**src/rtl/pdap_ram.sv**
```systemverilog
// Table memory with one write port and one registered read port.
`default_nettype none
module pdap_ram #(
  parameter int DEPTH = 130,
  parameter int AW    = 8,
  parameter int DW    = 16
) (
  input  wire logic          clk,
  input  wire logic          we,
  input  wire logic [AW-1:0] waddr,
  input  wire logic [DW-1:0] wdata,
  input  wire logic          re,
  input  wire logic [AW-1:0] raddr,
  output logic      [DW-1:0] rdata
);

  logic [DW-1:0] mem [DEPTH];

  always_ff @(posedge clk) begin
    if (we) begin
      mem[waddr] <= wdata;
    end
  end

  always_ff @(posedge clk) begin
    if (re) begin
      rdata <= mem[raddr];
    end
  end

endmodule
`default_nettype wire

```
**config.mk**
```make
export PLATFORM = sky130hd
export DESIGN_NAME = pdap_ram
export DESIGN_NICKNAME = d
export VERILOG_FILES = /design/src/rtl/pdap_ram.sv
export SDC_FILE = /design/constraint.sdc
export NUM_CORES = 2
export LEC_CHECK = 0
export BUFFER_PORTS_ARGS = -buffer_cell sky130_fd_sc_hd__buf_2
export CORE_ASPECT_RATIO = 1.75
export CORE_MARGIN = 2
export CORE_UTILIZATION = 54
export CTS_BUF_LIST = sky130_fd_sc_hd__clkbuf_16
export DETAILED_ROUTE_END_ITERATION = 12
export PLACE_DENSITY = 0.7
export SYNTH_ARGS = -nofsm -noshare
export SYNTH_HDL_FRONTEND = slang
export SYNTH_SLANG_ARGS = --single-unit
```
**constraint.sdc**
```tcl
create_clock -name clk -period 2.9 [get_ports clk]
set_clock_uncertainty 0.05 [all_clocks]
set_input_delay 0.29 -clock clk [delete_from_list [all_inputs] [get_ports clk]]
set_output_delay 0.29 -clock clk [all_outputs]
set_load 0.005 [all_outputs]
```
Word-level counts from Yosys, hierarchy flattened
Memory sizes are Yosys's and may differ from the RTL's. A register that Yosys moved wholly into a read port is not among the register bits.
Cells that the tools add are included.
{"block": "op_classes", "mux": 2}
{"operator": "1-bit 2-to-1 mux", "n": 2}
{"block": "word_totals", "output_inout_bits": 16, "input_bits": 35, "wordCells": 3, "ramBits": 2080, "reg_bits": 0, "n_memories": 1}
{"name": "mem", "depth": 130, "word_bits": 16, "rd": 1, "rd_ports_with_merged_regs": 1, "wr": 1, "line": "17", "source": "logic [DW-1:0] mem [DEPTH];"}

Logic depth before layout (Yosys ltp)
{"block": "depth", "word_depth": 2, "ltp_mapped": 11, "ltp_nobuf": 6}

Worst setup path after synthesis
OpenSTA, ideal clock, no wires.
{"block": "synth_timing", "path_kind": "input -> register", "from": "input port waddr[2]", "to": "memory mem[36][0], enable pin", "arrival_ns": 2.090, "path_slack_ns": 0.351, "required_ns": 2.441, "cell_stages": 4, "n_path_buf": 1, "setup_time_ns": 0.409, "path_cell_list": "clkbuf_1 > nor2b_1 > nand4_1 > nor3_1"}
{"element": "from (decl)", "line": "10", "source": "input wire logic [AW-1:0] waddr,"}
{"element": "to (decl)", "line": "17"}
Straight into the memory's write port.

==> flow_metrics.py <==
metrics = {
    "yosys": {
        "netlist.area_leader.share_pct": 77.14,
        "synthFlopType": "edfxtp_1",
        "postSynthAreaPerCell_um2": 21.10,
        "ys_types": 60,
        "yosysWarnings": 0,
        "synth_edf_count": 2096,
        "synth_cells": 3867,
        "syn_area_mm2": 0.08159,
        "synth-async-reset-ratio_pct": 0,
        "netlist.top_cell.by_area": "edfxtp_1",
        "syn_nets": 3902,
        "ys_seq_elements": 2096,
        "ys_seq_area_share_pct": 77.14,
        "netlist_top_cells_area": "edfxtp_1 77%, mux4_2 11%, mux2i_1 2.7%",
    },
    "detailed_routing": {
        "antenna_left": 0,
        "vias_per_cell": 6.422,
        "wl_per_cell_um": 32.92,
        "drt_iter0_drc": 5017,
        "drc": 0,
        "num_vias": 42210,
        "drt-total-wl_um": 216400,
        "drt_first_pass_iters": 5,
    },
    "place": {
        "io_buffers": 50,
        "placed_cell_area_mm2": 0.08778,
        "gp_congestion": 0.9250,
        "dp_hpwl_um": 139800,
    },
    "timing": {
        "report.final.hold_viol_count": 0,
        "rsz0062_at_grt": "no",
        "slew_headroom_pct": 27.02,
        "finalWorstPathRequiredPeriod_ps": 2784,
        "fin_hold_ws_ps": 11.80,
        "maxSlewViolCount": 0,
        "setup_violations": 0,
        "period_share_pct": 96.01,
        "fmax_mhz": 359.2,
        "tightest_slew_ps": 1095,
    },
    "final_layout": {
        "fin_nets": 4467,
        "nFillCells": 10260,
        "stdcell_area_mm2": 0.09333,
        "drive_gt1_share_pct": 28.12,
        "synthToLayoutAreaGrowth_pct": 14.39,
    },
    "floorplanning": {
        "start_util_pct": 54.37,
        "core.rowCount": 188,
        "die-height_um": 518.2,
        "io_pins": 51,
        "die_area_mm2": 0.1543,
        "core_area_mm2": 0.1501,
        "die_x_um": 297.8,
    },
    "worst_setup_path": {
        "r2r_start": "mem[7][6]$_DFFE_PP_",
        "startpoint": "mem[7][6]$_DFFE_PP_",
        "worstPathArrival_ps": 3230,
        "start_kind": "register",
        "rrSetupSlack_ps": 120,
        "cp-endpoint": "rdata[6]$_DFFE_PP_",
        "crit_fanout": 2,
        "endpoint_kind": "register",
        "crit_type": "reg -> reg",
        "reg2regPathDepth": 6,
        "crit_required_ps": 3340,
        "worstReg2RegEnd": "rdata[6]$_DFFE_PP_",
    },
    "job": {
        "maxCapViolations": 0,
    },
    "hold_path": {
        "hold_depth": 1,
        "hp-class": "in -> reg",
    },
    "power_and_ir_drop": {
        "power_density_mw_per_mm2": 641.2,
        "leakagePower_nw": 30.64,
        "irDropWorstVdd_mv": 0.6598,
    },
    "clock_network": {
        "numClockSinks": 2096,
        "clkTransAtPathRegs_ps": 60,
        "clock_path_buffers": 3,
        "cts_buffers": 173,
        "worst_skew_pair.late_latency_ps": 800,
        "root_buffer": "clkbuf_16",
        "cts_tree": "done",
        "htree_levels": 4,
    },
    "global_routing": {
        "track_usage_pct": 28.11,
        "grt_max_degree": 131,
        "grt_overflow": 0,
        "grt_first_pass_wirelength_um": 306700,
        "grt_antenna_before_repair": 10,
        "grt_pass1_vias": 42100,
    },
    "status": {
        "status": "finished, final reports clean",
    },
}
per-stage QoR:
| stage | std cells | util (%) | setup WS (ps) | TNS, ps | total power (W) |
|---|---|---|---|---|---|
| floorplan | 3867 | - | 350.6 | 0 | 0.03576 |
| global placement | 6244 | 58.49 | -585.6 | -4120 | 0.03760 |
| detailed placement | 6244 | 58.49 | -581.0 | -4500 | 0.03765 |
| CTS | 6563 | 62.17 | 76.55 | 0 | 0.06007 |
| global route | 6569 | 62.19 | 62.18 | 0 | 0.06121 |
| finish | 6573 | 62.19 | 115.8 | 0 | 0.05985 |
sequential cells by signal (all words and copies together), names as in the netlist:
register  cells
rdata        16
mem        2080
synth_stat cells, types with 22 or more instances:
library cell	number
a31oi_1	40
mux2i_1	220
mux4_1	35
edfxtp_1	2096
a221oi_1	22
buf_2	54
o21ai_0	30
o221ai_1	26
nand4_1	23
nor2_1	183
clkbuf_1	47
mux4_2	385
mux2_2	28
nand2_1	196
buf_6	36
nand3_1	39
a21oi_1	47
a22oi_1	48
buf_4	28
cell families (layout without fill, tap and decap cells):
kind of cell           after synthesis  in the layout  share of synthesized area [%]
other                                0              9                              0
and+or+nand+nor                    525            525                          2.786
muxes                              668            668                          14.84
AOI/OAI and AO/OA                  352            352                          3.079
DFF                               2096           2096                          77.14
buffers and inverters              226            928                          2.153
where the power goes:
part,internal (W),switching (W)
clock,0.0123,0.0106
combinational,0.00138,0.00220
sequential,0.0334,0.0000369
critical path: stages (launching register included):
cell	delay, ps
edfxtp_1	370
mux4_2	480
o21ai_0	350
buf_4	190
nor2_1	30
a2111oi_0	790
o311ai_1	240
placed cells by master (no fill, tap or decap), types with 36 or more instances in the layout:
| master | n |
|---|---|
| edfxtp_1 | 2096 |
| buf_4 | 497 |
| mux4_2 | 385 |
| mux2i_1 | 220 |
| nand2_1 | 196 |
| nor2_1 | 179 |
| clkbuf_16 | 175 |
| buf_12 | 73 |
| a22oi_1 | 48 |
| a21oi_1 | 47 |
| a31oi_1 | 40 |
| nand3_1 | 39 |
| inv_1 | 36 |
worst min path at each step:
| stage | start | endpoint | slack [ps] |
|---|---|---|---|
| final | wdata[5] | mem[83][5]$_DFFE_PP_ | 10 |
| after global routing | wdata[5] | mem[82][5]$_DFFE_PP_ | 4 |
| after CTS | wdata[5] | mem[84][5]$_DFFE_PP_ | 4 |
| after detailed placement | mem[129][5]$_DFFE_PP_ | rdata[5]$_DFFE_PP_ | 600 |
| after global placement | mem[129][14]$_DFFE_PP_ | rdata[14]$_DFFE_PP_ | 610 |
| after floorplan | wdata[0] | mem[0][0]$_DFFE_PP_ | 340 |
metal layers:
metal,vias up,GRT usage (%),share of wire (%)
met5,-,0,0.0074
met4,2,13.72,5.5
met3,466,4.184,8.2
met2,2241,48.94,52
met1,22260,34.55,34
li1,17250,-,-
layout make-up:
cell class	instances	area (um^2)	share of cell area (%)
flip-flops and latches	2096	62940	67.44
multi-input cells	1545	16930	18.14
repair buffers	612	5478	5.869
clock buffers	175	4379	4.692
well taps	1995	2496	2.674
clock inverters	137	1075	1.152
diodes	9	22.52	0.02413
inverters	4	16.27	0.01743
timing repair:
action / CTS / global route
resized for setup: 0 / 1
setup buffers: 0 / 0
hold buffers: 7 / 0
endpoints found under the hold margin: 166 / 0
setup endpoints to repair: 0 / 1
(Power assumes the default switching activity.)
