$ cat src/rtl/pdap_pkg.sv
// Shared types, constants and helper functions of the pickup-delivery arc and path filter.
`default_nettype none
package pdap_pkg;

  localparam int DEF_MAX_REQUESTS = 64;
  localparam int NODE_W           = 8;
  localparam int VAL_W            = 16;
  localparam int NREQ_W           = 7;
  localparam int CFG_IDX_W        = 1;
  localparam int SUM_W            = 20;

  localparam logic [CFG_IDX_W-1:0] CFG_NUM_REQUESTS     = 1'd0;
  localparam logic [CFG_IDX_W-1:0] CFG_VEHICLE_CAPACITY = 1'd1;

  typedef enum logic [1:0] {
    CMD_LOAD = 2'd0,
    CMD_ARC  = 2'd1,
    CMD_PATH = 2'd2
  } cmd_t;

  typedef struct packed {
    cmd_t              cmd;
    logic [NODE_W-1:0] node_a;
    logic [NODE_W-1:0] node_b;
    logic [NODE_W-1:0] node_c;
    logic              bad;
    logic              has_result;
  } item_t;

  function automatic logic [VAL_W-1:0] min16(input logic [VAL_W-1:0] x,
                                             input logic [VAL_W-1:0] y);
    return (x < y) ? x : y;
  endfunction

  function automatic int cnt_width(input int max_req);
    int w;
    w = $clog2(max_req + 1);
    return (w > NREQ_W) ? w : NREQ_W;
  endfunction

endpackage
`default_nettype wire

$ cat src/rtl/pdap_eval.sv
// Arc and 3-path rejection rules evaluated on the registered item and table reads.
`default_nettype none
module pdap_eval #(
  parameter int MAX_REQUESTS = pdap_pkg::DEF_MAX_REQUESTS,
  localparam int CW = pdap_pkg::cnt_width(MAX_REQUESTS),
  localparam int LW = CW + 2
) (
  input  wire pdap_pkg::item_t                item,
  input  wire logic [LW-1:0]                  n_l,
  input  wire logic [pdap_pkg::VAL_W-1:0]     cap,
  input  wire logic [pdap_pkg::VAL_W-1:0]     dem_a,
  input  wire logic [pdap_pkg::VAL_W-1:0]     dem_b,
  input  wire logic [pdap_pkg::VAL_W-1:0]     dem_c,
  input  wire logic [pdap_pkg::VAL_W-1:0]     dra_a,
  input  wire logic [pdap_pkg::VAL_W-1:0]     dra_b,
  input  wire logic [pdap_pkg::VAL_W-1:0]     dra_c,
  output logic                                rejected
);

  localparam int SW = pdap_pkg::SUM_W;

  logic [LW-1:0] i_l, j_l, k_l, top_l;
  logic          ip, jp, kp;
  logic signed [pdap_pkg::VAL_W-1:0] da_s, db_s, dc_s;
  logic signed [SW-1:0] da, db, dc, abs_a, abs_b;
  logic signed [SW-1:0] arc_pp, arc_pd, arc_dd, s3, s2;
  logic [pdap_pkg::VAL_W-1:0] m_qb_u, m_qab_u, m_qa_u, m_qc_u, m_qbc_u;
  logic signed [SW-1:0] m_qb, m_qab, m_qa, m_qc, m_qbc;
  logic arc_rej, path_rej;

  assign i_l   = LW'(item.node_a);
  assign j_l   = LW'(item.node_b);
  assign k_l   = LW'(item.node_c);
  assign top_l = n_l + n_l + LW'(1);
  assign ip    = i_l <= n_l;
  assign jp    = j_l <= n_l;
  assign kp    = k_l <= n_l;

  assign da_s  = dem_a;
  assign db_s  = dem_b;
  assign dc_s  = dem_c;
  assign da    = SW'(da_s);
  assign db    = SW'(db_s);
  assign dc    = SW'(dc_s);
  assign abs_a = (da < 0) ? -da : da;
  assign abs_b = (db < 0) ? -db : db;

  assign m_qa_u  = pdap_pkg::min16(cap, dra_a);
  assign m_qb_u  = pdap_pkg::min16(cap, dra_b);
  assign m_qc_u  = pdap_pkg::min16(cap, dra_c);
  assign m_qab_u = pdap_pkg::min16(m_qa_u, dra_b);
  assign m_qbc_u = pdap_pkg::min16(m_qb_u, dra_c);
  assign m_qa    = SW'(m_qa_u);
  assign m_qb    = SW'(m_qb_u);
  assign m_qc    = SW'(m_qc_u);
  assign m_qab   = SW'(m_qab_u);
  assign m_qbc   = SW'(m_qbc_u);

  assign arc_pp = da + db;
  assign arc_pd = da + abs_b;
  assign arc_dd = abs_a + abs_b;
  assign s3     = da + db + dc;
  assign s2     = da + dc;

  always_comb begin
    arc_rej = (i_l == top_l) || (i_l == j_l) || (j_l == '0) ||
              ((i_l == '0) && !jp) || ((j_l == top_l) && ip) ||
              (i_l == j_l + n_l) ||
              (ip && jp && (arc_pp > m_qb)) ||
              (ip && !jp && (j_l != i_l + n_l) && (arc_pd > m_qab)) ||
              (!ip && !jp && (arc_dd > m_qa));
  end

  always_comb begin
    if (i_l == n_l + k_l) begin
      path_rej = 1'b1;
    end else if (ip) begin
      priority if (jp && kp) begin
        path_rej = s3 > m_qc;
      end else if (jp) begin
        path_rej = (k_l != n_l + i_l) && (k_l != n_l + j_l) &&
                   ((s3 > m_qbc) || (s2 > m_qc));
      end else if (kp) begin
        path_rej = (j_l != n_l + i_l) && (s2 > m_qc);
      end else begin
        path_rej = (j_l != n_l + i_l) && (k_l != n_l + i_l) &&
                   ((s3 > m_qab) || (s2 > m_qc));
      end
    end else if (kp) begin
      path_rej = 1'b0;
    end else if (jp) begin
      path_rej = (k_l != n_l + j_l) && (s2 > m_qa);
    end else begin
      path_rej = s3 > m_qa;
    end
  end

  always_comb begin
    unique case (item.cmd)
      pdap_pkg::CMD_ARC:  rejected = item.bad || arc_rej;
      pdap_pkg::CMD_PATH: rejected = item.bad || path_rej;
      default:            rejected = item.bad;
    endcase
  end

endmodule
`default_nettype wire
$ cat config.mk
export PLATFORM = sky130hd
export DESIGN_NAME = pdap_eval
export DESIGN_NICKNAME = d
export VERILOG_FILES = /design/src/rtl/pdap_pkg.sv /design/src/rtl/pdap_eval.sv
export SDC_FILE = /design/constraint.sdc
export NUM_CORES = 1
export LEC_CHECK = 0
export BUFFER_PORTS_ARGS = -buffer_cell sky130_fd_sc_hd__buf_4
export CAP_MARGIN = 20
export CORE_ASPECT_RATIO = 0.6
export CORE_UTILIZATION = 45
export DETAILED_ROUTE_END_ITERATION = 16
export GPL_TIMING_DRIVEN = 1
export PLACE_DENSITY = 0.66
export SYNTH_ARGS = -nofsm -noshare
export SYNTH_HDL_FRONTEND = slang
export SYNTH_SLANG_ARGS = --single-unit
$ cat constraint.sdc
create_clock -name vclk -period 15.4
set_input_delay 3.85 -clock vclk [all_inputs]
set_output_delay 3.85 -clock vclk [all_outputs]
set_load 0.02 [all_outputs]
Word level (Yosys, flattened, before mapping)
Index checks and enable logic that the tools add are counted.
{"block": "word_totals", "ff_bits": 0, "latch_bits": 0, "ram_bits": 0, "romBits": 0, "in_bits": 149, "n_memories": 0}
{"block": "op_classes", "add_sub_neg": 12, "n_mul": 0, "div_mod_pow": 0, "n_lt_le_gt_ge": 19, "n_eq_ne": 10, "n_shift": 0, "n_mux": 15, "bitwise_logic": 0, "reduce_logical": 32}
{"cell": "16-bit less-than comparator", "n": 5}
{"cell": "16-bit 2-to-1 mux", "n": 5}
{"cell": "18-bit by 17-bit > comparator with 1-bit output", "n": 4}
{"cell": "17-bit > comparator", "n": 3}
{"cell": "20-bit by 17-bit > comparator with 1-bit output", "n": 2}
{"cell": "20-bit 2-to-1 mux", "n": 2}
{"cell": "16-bit negator with 20-bit output", "n": 2}
{"cell": "8-bit by 9-bit equality test with 1-bit output", "n": 4}
{"cell": "16-bit by 16-bit adder with 17-bit output", "n": 2}
{"cell": "16-bit by 1-bit less-than comparator with 1-bit output (second input constant)", "n": 2}
{"cell": "9-bit by 8-bit adder with 9-bit output", "n": 3}
{"cell": "8-bit by 9-bit <= comparator with 1-bit output", "n": 3}
{"cell": "8-bit by 9-bit inequality test with 1-bit output", "n": 3}
{"cell": "16-bit by 20-bit adder with 20-bit output", "n": 1}
{"cell": "20-bit adder", "n": 1}
{"cell": "17-bit by 16-bit adder with 18-bit output", "n": 1}
{"cell": "9-bit logical NOT", "n": 2}
{"cell": "1-bit logical AND", "n": 16}
{"cell": "1-bit logical OR", "n": 12}
{"cell": "9-bit by 1-bit adder with 9-bit output (second input constant)", "n": 1}
{"cell": "9-bit adder", "n": 1}
{"cell": "8-bit equality test", "n": 1}
{"cell": "1-bit 2-to-1 mux", "n": 7}
{"cell": "2-bit by 1-bit equality test with 1-bit output (second input constant)", "n": 1}
{"cell": "3 further kinds", "n": 4}

Depth between registers and ports, before layout
Gate-level depths: netlist of run 1.
{"block": "depth", "ltp_word": 14, "depth_mapped": 34, "mapped_depth_nobuf": 33}

Worst setup path after synthesis of run 1
OpenSTA, ideal clock, no wires.
{"block": "synth_timing", "path_type": "input to output", "from": "input dra_a[6] (netlist bit)", "to": "output rejected", "arrival_ns": 9.853, "required_ns": 11.550, "slack_ns": 1.697, "stages": 27, "path_cell_list": "inv_1 ha_1 a21o_1 a221oi_1 o21ai_1 a211o_1 buf_6 clkbuf_1 mux2_2 ha_1 and3_1 nor2b_1 nand2_1 o41ai_4 clkbuf_1 mux2i_1 ha_1 a21oi_1 nor2b_1 o211ai_1 a21oi_1 or4_1 a31oi_1 a41oi_1 or4_1 o31ai_1 a311oi_2"}
{"block": "synth_via", "elab_chain_len": 14, "word_cells_on_any_way": 26}
{"element": "from (decl)", "line_no": "pdap_eval.sv:14", "source": "input wire logic [pdap_pkg::VAL_W-1:0] dra_a,"}
{"element": "16-bit less-than comparator", "line_no": "pdap_pkg.sv:32", "source": "return (x < y) ? x : y;"}
{"element": "16-bit 2-to-1 mux (*)", "line_no": "pdap_pkg.sv:32"}
{"element": "16-bit less-than comparator", "line_no": "pdap_pkg.sv:32"}
{"element": "16-bit 2-to-1 mux", "line_no": "pdap_pkg.sv:32"}
{"element": "18-bit by 17-bit > comparator with 1-bit output", "line_no": "pdap_eval.sv:87", "source": "((s3 > m_qab) || (s2 > m_qc));"}
{"element": "1-bit logical OR", "line_no": "pdap_eval.sv:87"}
{"element": "1-bit logical AND", "line_no": "pdap_eval.sv:86", "source": "path_rej = (j_l != n_l + i_l) && (k_l != n_l + i_l) &&"}
{"element": "1-bit 2-to-1 mux", "line_no": "pdap_eval.sv:83", "source": "end else if (kp) begin"}
{"element": "1-bit 2-to-1 mux", "line_no": "pdap_eval.sv:80", "source": "end else if (jp) begin"}
{"element": "1-bit 2-to-1 mux", "line_no": "pdap_eval.sv:78", "source": "priority if (jp && kp) begin"}
{"element": "1-bit 2-to-1 mux", "line_no": "pdap_eval.sv:77", "source": "end else if (ip) begin"}
{"element": "1-bit 2-to-1 mux", "line_no": "pdap_eval.sv:75", "source": "if (i_l == n_l + k_l) begin"}
{"element": "1-bit logical OR", "line_no": "pdap_eval.sv:101", "source": "pdap_pkg::CMD_PATH: rejected = item.bad || path_rej;"}
{"element": "1-bit one-hot mux with 2 select lines (*)", "line_no": "pdap_eval.sv:99", "source": "unique case (item.cmd)"}
{"element": "to (decl)", "line_no": "pdap_eval.sv:17", "source": "output logic rejected"}
Every way passes the cells marked *; elsewhere a longest branch is shown, timed or not.

Final worst setup path of run 1
{"block": "layout_timing", "from": "input dra_b[3] (netlist bit)", "to": "output rejected"}
{"block": "layout_via", "elab_chain_len": 13, "word_cells_on_any_way": 27}
{"element": "from (decl)", "line_no": "pdap_eval.sv:15", "source": "input wire logic [pdap_pkg::VAL_W-1:0] dra_b,"}
{"element": "16-bit less-than comparator", "line_no": "pdap_pkg.sv:32"}
{"element": "16-bit 2-to-1 mux", "line_no": "pdap_pkg.sv:32"}
{"element": "16-bit less-than comparator", "line_no": "pdap_pkg.sv:32"}
{"element": "16-bit 2-to-1 mux", "line_no": "pdap_pkg.sv:32"}
{"element": "18-bit by 17-bit > comparator with 1-bit output", "line_no": "pdap_eval.sv:82", "source": "((s3 > m_qbc) || (s2 > m_qc));"}
{"element": "1-bit logical OR", "line_no": "pdap_eval.sv:82"}
{"element": "1-bit logical AND", "line_no": "pdap_eval.sv:81", "source": "path_rej = (k_l != n_l + i_l) && (k_l != n_l + j_l) &&"}
{"element": "1-bit 2-to-1 mux", "line_no": "pdap_eval.sv:80"}
{"element": "1-bit 2-to-1 mux", "line_no": "pdap_eval.sv:78"}
{"element": "1-bit 2-to-1 mux", "line_no": "pdap_eval.sv:77"}
{"element": "1-bit 2-to-1 mux", "line_no": "pdap_eval.sv:75"}
{"element": "1-bit logical OR", "line_no": "pdap_eval.sv:101"}
{"element": "1-bit one-hot mux with 2 select lines (*)", "line_no": "pdap_eval.sv:99"}
Marked as above.

==> results.cfg, run 1 <==
[clocking]
cts.repair.resized = 0
hold_buffers = 0
post-cts-setup-buffers = 0

[finish]
area_delta_synth_final_pct = 12.30
fillerInstances = 2714
sequential_cell_total = 0
most_frequent_cells_in_the_layout = 353 x sky130_fd_sc_hd__ha_1, 156 x sky130_fd_sc_hd__buf_4, 143 x sky130_fd_sc_hd__inv_1, 133 x sky130_fd_sc_hd__a21oi_1, 132 x sky130_fd_sc_hd__xnor2_1
layout_commonest_cell = sky130_fd_sc_hd__ha_1
finalNetCount = 2271
ff_latch_area_sq_um = 0
drive_above_1_share_pct = 11.71
clkbuf_count = 0
insertedDiodeCount = 0
design_area_sq_um = 14190
final_cell_count_no_fill = 2126

[die]
area_of_the_core_sq_um = 27580
fp-row-count = 47
die-area_sq_um = 28780
boundaryPins = 150
starting_density_pct = 45.83
die-height_um = 131.8
floorplan_die_width_um = 218.4

[timing]
timing.setup.tns_ps = 0
endpoints_failing_hold = 0
slew-limit-headroom_pct = 34.11
slew_violations = 0
rsz0062_at_grt = false
fmaxAchievable_mhz = 66.72
min_period_ps = 14990
finalHoldWorstSlack_ps = 8451
timing_worst_slew_pin_value_ps = 980.8
final.period_utilization_pct = 97.32
setup_violations = 0
layout_setup_ws_ps = 412.2

[synthesis]
synthesis.area_per_instance_sq_um = 7.802
synth_compound_gate_area_share_pct = 23.05
area_fraction_in_and_or_nand_and_nor_cells_after_synthesis_pct = 16.31
ys_seq_area_share_pct = 0
synth_top_family_by_area = adder cells
synthesized_netlist_cell_count = 1620
mappedNetlistArea_sq_um = 12640
ys_warn_count = 0
synth_adder_area_share_pct = 36.30
synth_xor_area_share_pct = 12.22
synthMuxAreaShare_pct = 7.009
yosysUniqueCellTypes = 74

[drt]
drt_pass1_iterations = 5
routed_wl_um = 45540
vias_per_cell = 6.116
drt.antenna.violating_nets = 0
detail_route.wl_per_cell_um = 21.42
drtIter0Drc = 1418
dr_total_vias = 13000
remaining_drc_errors = 0

[power_and_ir_drop]
internal_power_mw = 0.4538
cellPowerDensity_nw_per_um2 = 77.06
total_leakage_power_nw = 6.997
power.switching_mw = 0.6400
power.sequential.fraction_pct = 0
clock_power_share_pct = 0
ir_drop_mv = 0.04987
power.combinational.fraction_pct = 100.0
switching_share_pct = 58.51

[outcome]
status = complete, no violations

[setup_path]
worst_ep_arrival_time_ps = 11140
crit_type = in2out
worst_path_largest_cell_delay_ps = 550
worstSetupEndpointType = primary output
crit_path_most_repeated_cell = sky130_fd_sc_hd__a21o_1
path_max_fanout = 16
worst_setup_path_start_kind = primary input
critPathSlowestCell = sky130_fd_sc_hd__o21ai_1
required_ps = 11550

[global_route]
first_global_vias = 11800
antenna_found_initial = 0
overflow = 0
pin_count_of_the_biggest_net_entering_global_routing = 26
track_usage_pct = 30.74
wire_length_of_the_first_global_routing_pass_um = 68930

[place]
dp_slack_ps = 732.3
place.detailed.instances = 2126
io_buffers = 149
globalplace.congestion = 1.018
post_dp_cell_area_sq_um = 14190
dp_hpwl_um = 40160

[run]
cap_viol_max_count = 0

[min_path]
hold_path_class = in2out
stage by stage:
step / util, % / total power [mW]
2_1_floorplan: - / 0.7299
3_3_place_gp: 51.47 / 1.015
3_5_place_dp: 51.47 / 1.043
4_1_cts: 51.47 / 1.051
5_1_grt: 51.47 / 1.195
6_report: 51.47 / 1.094
metal layers:
layer,global-route usage (%),share of wire (%),up-vias,routed length (um)
li1,-,-,6299,-
met1,51.94,53,6096,23990
met2,38.34,35,582,15980
met3,7.082,11,26,5234
met4,2.020,0.73,0,331
met5,0,0,-,0
power by group through the flow:
stage          clock network [mW]  registers (mW)  logic, mW
2_1_floorplan                   0               0      0.730
3_3_place_gp                    0               0       1.02
3_5_place_dp                    0               0       1.04
4_1_cts                         0               0       1.05
5_1_grt                         0               0       1.20
6_report                        0               0       1.09
kinds of logic after synthesis:
group	count (synthesis)
other	1
XOR/XNOR	170
adder cells (fa/ha/maj)	362
AND/OR/NAND/NOR	390
buffers and inverters	168
AO/OA/AOI/OAI	445
multiplexers	84
worst max-delay path: cells and delay by family:
family | cells | cell delay [ps]
multiplexers | 2 | 590
AND/OR/NAND/NOR | 5 | 600
buffers and inverters | 4 | 680
adder cells (fa/ha/maj) | 3 | 920
AO/OA/AOI/OAI | 17 | 4450
synth_stat cells (all sizes together) (34+ instances only):
| library cell | number | area share [%] |
|---|---|---|
| o21ai | 87 | 3.4 |
| a21o | 60 | 3.6 |
| xnor2 | 132 | 9.1 |
| mux2 | 36 | 3.2 |
| nor2b | 37 | 1.8 |
| nand2b | 34 | 1.7 |
| nand4 | 44 | 2.2 |
| xor2 | 34 | 2.4 |
| a21oi | 133 | 5.3 |
| mux2i | 48 | 3.8 |
| inv | 143 | 4.2 |
| nor2 | 86 | 2.6 |
| ha | 353 | 35 |
| nand2 | 62 | 1.8 |
path summary, 6_finish.rpt:
| kind | cells past startpoint | from | slack, ps | endpoint |
|---|---|---|---|---|
| worst min-delay path | 6 | item[27] | 8450 | rejected |
| worst max-delay path | 31 | dra_b[3] | 410 | rejected |
cell type report:
type,instances,area (sq um),share of cell area (%)
multi-input combinational,1460,12030,84.73
inverter,143,536.8,3.781
tap,367,459.2,3.235
timing repair buffer,156,1171,8.250
(Power assumes the default switching activity.)
==> run 2: changes to the inputs <==
--- a/config.mk
+++ b/config.mk
@@ -7,7 +7,6 @@
 export LEC_CHECK = 0
 export BUFFER_PORTS_ARGS = -buffer_cell sky130_fd_sc_hd__buf_4
 export CAP_MARGIN = 20
-export CORE_ASPECT_RATIO = 0.6
 export CORE_UTILIZATION = 45
 export DETAILED_ROUTE_END_ITERATION = 16
 export GPL_TIMING_DRIVEN = 1
==> results.cfg, run 2 (same netlist as run 1, synthesis figures left out) <==
[setup_path]
timing.critical_path.from = cap[6]
worst_ep_arrival_time_ps = 10770
worstSetupEndpointType = primary output
worst_setup_path_start_kind = primary input
crit_type = in2out
path_max_fanout = 17
required_ps = 11550

[global_route]
wire_length_of_the_first_global_routing_pass_um = 63290
overflow = 0
first_global_vias = 12330
antenna_found_initial = 0
pin_count_of_the_biggest_net_entering_global_routing = 26
track_usage_pct = 27.75

[power_and_ir_drop]
ir_drop_mv = 0.02806
power.combinational.fraction_pct = 100.0
power.sequential.fraction_pct = 0
total_leakage_power_nw = 6.973
totalPowerFinal_mw = 1.031
switching_share_pct = 56.88
clock_power_share_pct = 0
power.switching_mw = 0.5866
cellPowerDensity_nw_per_um2 = 72.82
internal_power_mw = 0.4448

[place]
post_dp_cell_area_sq_um = 14160
dp_hpwl_um = 35990
dp_slack_ps = 764.9
io_buffers = 149
globalplace.congestion = 0.9914

[timing]
setup_violations = 0
fmaxAchievable_mhz = 68.38
layout_setup_ws_ps = 775.6
final.period_utilization_pct = 94.96
min_period_ps = 14620
timing_worst_slew_pin_value_ps = 1060
slew-limit-headroom_pct = 29.36
timing.setup.tns_ps = 0
endpoints_failing_hold = 0
rsz0062_at_grt = false
slew_violations = 0
finalHoldWorstSlack_ps = 8424

[drt]
remaining_drc_errors = 0
detail_route.wl_per_cell_um = 19.28
drtIter0Drc = 986
drt_pass1_iterations = 5
vias_per_cell = 5.983
dr_total_vias = 12720
drt.antenna.violating_nets = 0
routed_wl_um = 40990

[die]
floorplan_die_width_um = 169.6
die-height_um = 169.6
boundaryPins = 150
starting_density_pct = 46.38
fp-row-count = 60
die-area_sq_um = 28760
area_of_the_core_sq_um = 27250

[finish]
insertedDiodeCount = 0
most_frequent_cells_in_the_layout = 353 x sky130_fd_sc_hd__ha_1, 151 x sky130_fd_sc_hd__buf_4, 143 x sky130_fd_sc_hd__inv_1, 133 x sky130_fd_sc_hd__a21oi_1, 132 x sky130_fd_sc_hd__xnor2_1
design_area_sq_um = 14160
multi_input_area_sq_um = 12030
fillerInstances = 2674
sequential_cell_total = 0
layout_commonest_cell = sky130_fd_sc_hd__ha_1
finalNetCount = 2266
drive_above_1_share_pct = 11.46
ff_latch_area_sq_um = 0
clkbuf_count = 0
area_delta_synth_final_pct = 12.06

[min_path]
worst_hold_startpoint = item[27]
hold_path_class = in2out

[clocking]
hold_buffers = 0
post-cts-setup-buffers = 0
cts.repair.resized = 0

[run]
cap_viol_max_count = 0

[outcome]
status = complete, no violations
==> run 2: worst paths after layout <==
kind,to,cells past startpoint
max,rejected,28
min,rejected,6
==> run 2: layer usage <==
metal | GRT usage, % | vias up | share of wire (%)
li1 | - | 6266 | -
met1 | 39.85 | 6045 | 48
met2 | 45.74 | 366 | 44
met3 | 0.9795 | 42 | 5.5
met4 | 5.719 | 0 | 2.3
met5 | 0 | - | 0
==> run 2: power groups by stage <==
stage	Sequential, mW	Combinational, mW	Clock [mW]
floorplan	0	0.730	0
global placement	0	0.983	0
detailed placement	0	1.01	0
CTS	0	1.01	0
global route	0	1.15	0
finish	0	1.03	0
==> run 2: area by class of cell <==
type                       instances  share of cell area [%]
timing repair buffer             151                   8.004
tap                              372                   3.286
inverter                         143                   3.790
multi-input combinational       1460                   84.92
==> run 2: critical path: stages <==
cell                       delay, ps
sky130_fd_sc_hd__buf_4           140
sky130_fd_sc_hd__ha_1            310
sky130_fd_sc_hd__a21o_1          180
sky130_fd_sc_hd__a221oi_1        300
sky130_fd_sc_hd__o21ai_1         140
sky130_fd_sc_hd__a211o_1         550
sky130_fd_sc_hd__mux2_2          420
sky130_fd_sc_hd__ha_1            300
sky130_fd_sc_hd__and3_1          170
sky130_fd_sc_hd__nor2b_1         130
sky130_fd_sc_hd__nand2_1         110
sky130_fd_sc_hd__o221a_2         330
sky130_fd_sc_hd__o41ai_4          50
sky130_fd_sc_hd__buf_4           330
sky130_fd_sc_hd__mux2i_1         470
sky130_fd_sc_hd__ha_1            330
sky130_fd_sc_hd__a21o_1          180
sky130_fd_sc_hd__a21oi_1         150
sky130_fd_sc_hd__nor2b_1          60
sky130_fd_sc_hd__o211ai_1        170
sky130_fd_sc_hd__a21oi_1          90
sky130_fd_sc_hd__or4_1           580
sky130_fd_sc_hd__a31oi_1         180
sky130_fd_sc_hd__a41oi_1         110
sky130_fd_sc_hd__or4_1           460
sky130_fd_sc_hd__o31ai_1         320
sky130_fd_sc_hd__a311oi_2        160
sky130_fd_sc_hd__buf_4           190
==> run 2: through the flow <==
step	cells	util, %
finish	2126	51.97
detailed placement	2126	51.97
global placement	2126	51.97
CTS	2126	51.97
floorplan	1628	-
global route	2126	51.97
